### src/hw/rtl/interval_set_id_allocator_macros.svh
// Assertion macros for the allocator RTL.
`ifndef INTERVAL_SET_ID_ALLOCATOR_MACROS_SVH
`define INTERVAL_SET_ID_ALLOCATOR_MACROS_SVH

// Same-cycle implication, disabled while reset is high.
`define ISA_ASSERT_IMPL(label, clk, rst, ante, cons, msg) \
   label: assert property (@(posedge clk) disable iff (rst) (ante) |-> (cons)) \
      else $error(msg);

// Next-cycle implication, disabled while reset is high.
`define ISA_ASSERT_NEXT(label, clk, rst, ante, cons, msg) \
   label: assert property (@(posedge clk) disable iff (rst) (ante) |=> (cons)) \
      else $error(msg);

`endif

### src/hw/rtl/isa_ram.sv
module isa_ram #(
   parameter int DEPTH = 64,
   parameter int WIDTH = 64,
   localparam int AW = $clog2(DEPTH)
) (
   input  logic             clock,
   input  logic             wr_en,
   input  logic [AW-1:0]    wr_addr,
   input  logic [WIDTH-1:0] wr_data,
   input  logic [AW-1:0]    rd_addr,
   output logic [WIDTH-1:0] rd_data
);

   logic [WIDTH-1:0] mem [DEPTH];
   logic [WIDTH-1:0] rd_data_ff;

   // Write one entry
   always_ff @(posedge clock) begin
      if (wr_en) begin
         mem[wr_addr] <= wr_data;
      end
   end

   // Registered read
   always_ff @(posedge clock) begin
      rd_data_ff <= mem[rd_addr];
   end

   assign rd_data = rd_data_ff;

endmodule

### config.mk
export PLATFORM = sky130hd
export DESIGN_NAME = isa_ram
export DESIGN_NICKNAME = d
export VERILOG_FILES = /design/src/hw/rtl/interval_set_id_allocator_macros.svh /design/src/hw/rtl/isa_ram.sv
export SDC_FILE = /design/constraint.sdc
export NUM_CORES = 2
export LEC_CHECK = 0
export CAP_MARGIN = 5
export CORE_UTILIZATION = 25
export CTS_CLUSTER_SIZE = 10
export DETAILED_ROUTE_END_ITERATION = 8
export DONT_BUFFER_PORTS = 1
export GPL_ROUTABILITY_DRIVEN = 0
export SYNTH_ARGS = -nofsm -noshare
export SYNTH_HDL_FRONTEND = slang
export SYNTH_SLANG_ARGS = --single-unit
### constraint.sdc
create_clock -name clock -period 15.7 [get_ports clock]
set_input_delay 0.785 -clock clock [delete_from_list [all_inputs] [get_ports clock]]
set_output_delay 0.785 -clock clock [all_outputs]
set_load 0.02 [all_outputs]
## Word-level counts from Yosys, hierarchy flattened

Memory sizes are Yosys's and may differ from the RTL's. A register that Yosys moved wholly into a read port is not among the register bits.
Index checks and enable logic that the tools add are counted.

- Register bits: 0
- Bits in writable memories: 4,096
- Bits of input ports: 78
- Output and inout bits: 64
- Logic and storage cells: 3
- Memories kept: 1

- Multiplexer cells: 2

Memory list:

| memory | depth | bits a word | read ports | clocked after Yosys merged registers in | write ports | line | text |
|---|---|---|---|---|---|---|---|
| mem | 64 | 64 | 1 | 1 | 1 | isa_ram.sv:14 | `logic [WIDTH-1:0] mem [DEPTH];` |

Operator list:

| kind | number |
|---|---|
| $mux W1 | 2 |

## Longest topological paths before layout

- Depth after elaboration: 2
- Gate-level depth with buffers: 9
- Gate-level depth less buffers: 5

## Least setup slack after synthesis

No wires, ideal clock.

- Path type: input -> register
- From: in wr_addr[3]
- To: mem mem[48][0] (enable)
- Library setup time: 0.564 ns
- Arrival time: 5.657 ns
- Data required time: 15.136 ns
- Slack: 9.479 ns
- Cell stages on the path: 4
- Path buffers: 1
- Cells stage by stage: clkbuf_1 -> nor2b_1 -> nand4b_1 -> nor3_1

RTL lines:

| what | line | text |
|---|---|---|
| start, declared | isa_ram.sv:8 | `input logic [AW-1:0] wr_addr,` |
| end, declared | isa_ram.sv:14 |  |

Straight into the memory's write port.

==> run summary <==
status - finished, final reports clean
clk sink count - 4,160
Leak - 0.0548 uW
largest net degree at the start of global routing - 412
drt total wl - 452,000 um
synth warn - 0
Async SR Flop Fraction - 0%
filler instances - 60,100
initial core utilization - 25.1%
Worst Path Max Fanout - 82
placed cells - 14,700
Gate Count Post-Synth - 6,598
clock buffer depth - 4
drt pass-1 iters - 6
WL/cell - 29.0 um
P_sw - 4950 uW
Die Wd - 793 um
initial antenna violation count - 14
most instantiated cells after synthesis - edfxtp_1 (4,096), mux4_2 (1,024), buf_2 (170)
Area contributors post-synth - edfxtp_1 (79%), mux4_2 (15%), mux2i_1 (0.86%), dfxtp_1 (0.82%), a22oi_1 (0.81%)
vias in the first global route - 77,000
CP Class - input port to flop
Final Critical Period - 4940 ps
max_slew headroom - 3.18%
Power Internal - 18,200 uW
I/O Pins - 142
CP Launch Type - input port
Cell Chain, Critical Path - buf_16, buf_4, buf_4, buf_4, buf_4, mux4_2, a22oi_1, nand3_1, and3_1
CP max stage delay - 920 ps
Crit path top cell by count - buf_4
Final Cycle Share - 31.5%
Slew @ Worst Pin - 1450 ps
logic gate share of total power - 4.5%
Sw Share - 21.4%
Hold Fails Final Rpt - 0
ANT nets after route - 0
Placed Area - 0.167 mm^2
Iteration-0 DRC Markers - 9,701
endpoints failing setup - 0
detailed placement HPWL - 240,000 um
Fmax - 202 MHz
Setup Skew - 68.2 ps
syn_area_per_cell - 23.7 um^2
Final TNS setup - 0 ps
DIE HEIGHT - 793 um
first-pass GRT wire length - 623,000 um
Flop pwr share - 53.8%
Worst-Skew Late Latency - 990 ps
die area - 0.629 mm^2
row count - 290
Worst-path clk slew - 60 ps
post-synth top area cell - edfxtp_1
final net count - 7,032
syn nets - 6,676
VDD IR max - 0.0985 mV
top_reg_cell synth - edfxtp_1
top-count cell post-synth - edfxtp_1
fin area - 0.182 mm^2
Post-synth EDFFs - 4,096
TritonCTS clock tree - built
Clk pwr share - 41.7%
share of layout cells above drive strength 1 - 26.0%
register area share after synthesis - 79.5%
CORE AREA - 0.623 mm^2
worst hold path class - input port to flop
CP Capture Type - flop
number of H-tree levels - 5
Max Cap Viol - 0
vias per cell - 4.80
Synth Register Bits - 4,160
footprint of the multi-input gates - 0.0308 mm^2
Cell variety after synth - 33
IO Port Bufs - 0
Pwr Density - 127 mW/mm^2
GRT Util Overall - 13.9%
Worst EP arrival - 5800 ps
Reg area - 0.124 mm^2
reg2reg path depth - 5
vias - 74,800
Critical-path top delay cell - buf_4
TritonCTS Buffers - 457
post-CTS setup buffers - 0
Slew Limit Fails - 0
DR DRC count - 0
Syn Std Cell Area - 0.156 mm^2
area grow syn2layout - 16.5%
Clock Tree Root - clkbuf_16
Worst EP required - 16,550 ps
total congestion overflow - 0
RSZ-0062 raised after global routing - no
hold path cells - 1
non-filler instance count after layout - 15,600
Synth top area share - 78.7%
## cell families after synthesis
| family | after synthesis | synth area share, % |
|---|---|---|
| AO/OA/AOI/OAI | 504 | 2.48 |
| buffers and inverters | 389 | 1.18 |
| flip-flops | 4160 | 79.5 |
| multiplexers | 1159 | 15.6 |
| AND/OR/NAND/NOR | 386 | 1.24 |
## final cells by class
cell class | count | area share, %
Antenna cell | 10 | 0.0137
Clock buffer | 728 | 6.90
Clock inverter | 29 | 0.323
Inverter | 19 | 0.0391
Multi-Input combinational cell | 2049 | 16.9
Sequential cell | 4160 | 68.2
Tap cell | 8322 | 5.71
Timing Repair Buffer | 267 | 1.91
## power groups by stage
| stage | logic [uW] | clock network [uW] | registers (uW) |
|---|---|---|---|
| 5_1_grt | 1090 | 10200 | 12400 |
| 4_1_cts | 1010 | 9770 | 12400 |
| 3_3_place_gp | 797 | 0 | 12700 |
| 3_5_place_dp | 802 | 0 | 12700 |
| 2_1_floorplan | 573 | 0 | 12600 |
| 6_report | 1030 | 9650 | 12400 |
## through the flow
step / utilization, % / setup WS [ps] / hold WS (ps) / power, uW
after CTS: 29.2 / 10750 / 76.8 / 23200
final: 29.2 / 10760 / 151 / 23100
after floorplan: - / 9480 / 788 / 13200
after detailed placement: 26.8 / 9710 / 817 / 13500
after global placement: 26.8 / 9760 / 826 / 13500
after global routing: 29.2 / 10560 / 113 / 23700
## timing repair
action	in CTS	in global routing
hold endpoints to repair	3984	0
gates resized for setup	0	0
hold buffers	70	0
endpoints found under the setup margin	0	0
## per-layer routing
layer	track usage, %	up-vias	share of wire, %
met3	2.15	730	7.8
met4	4.34	4	3.3
met5	0	-	0.0060
met1	18.1	41200	39
li1	-	29200	-
met2	23.9	3643	50
## registers in the layout, summed over array words and instances, names as in the netlist
| register | cells |
|---|---|
| mem | 4096 |
| rd_data | 64 |
## path summary, 6_finish.rpt
path	start	to	slack, ps
worst min-delay path	wr_data[33]	mem[61][33]	150
worst max register to register	mem[52][31]	rd_data[31]	13390
worst min register to register	mem[39][12]	rd_data[12]	800
worst max-delay path	rd_addr[1]	rd_data[44]	10760
## cells in the final DEF (no fill, tap or decap), drive strengths merged, types with 83 or more instances in the layout
cell type,instances
mux4,1024
a22o,88
edfxtp,4096
mux2i,135
o22ai,83
buf,263
a22oi,168
clkbuf,728
nor2,112
## worst max-delay path, delay by kind of cell
kind	cells	cell delay, ps
compound gates	1	270
buf+inv	5	3600
simple gates	2	380
mux	1	420
Power figures use the tool's default switching activity.
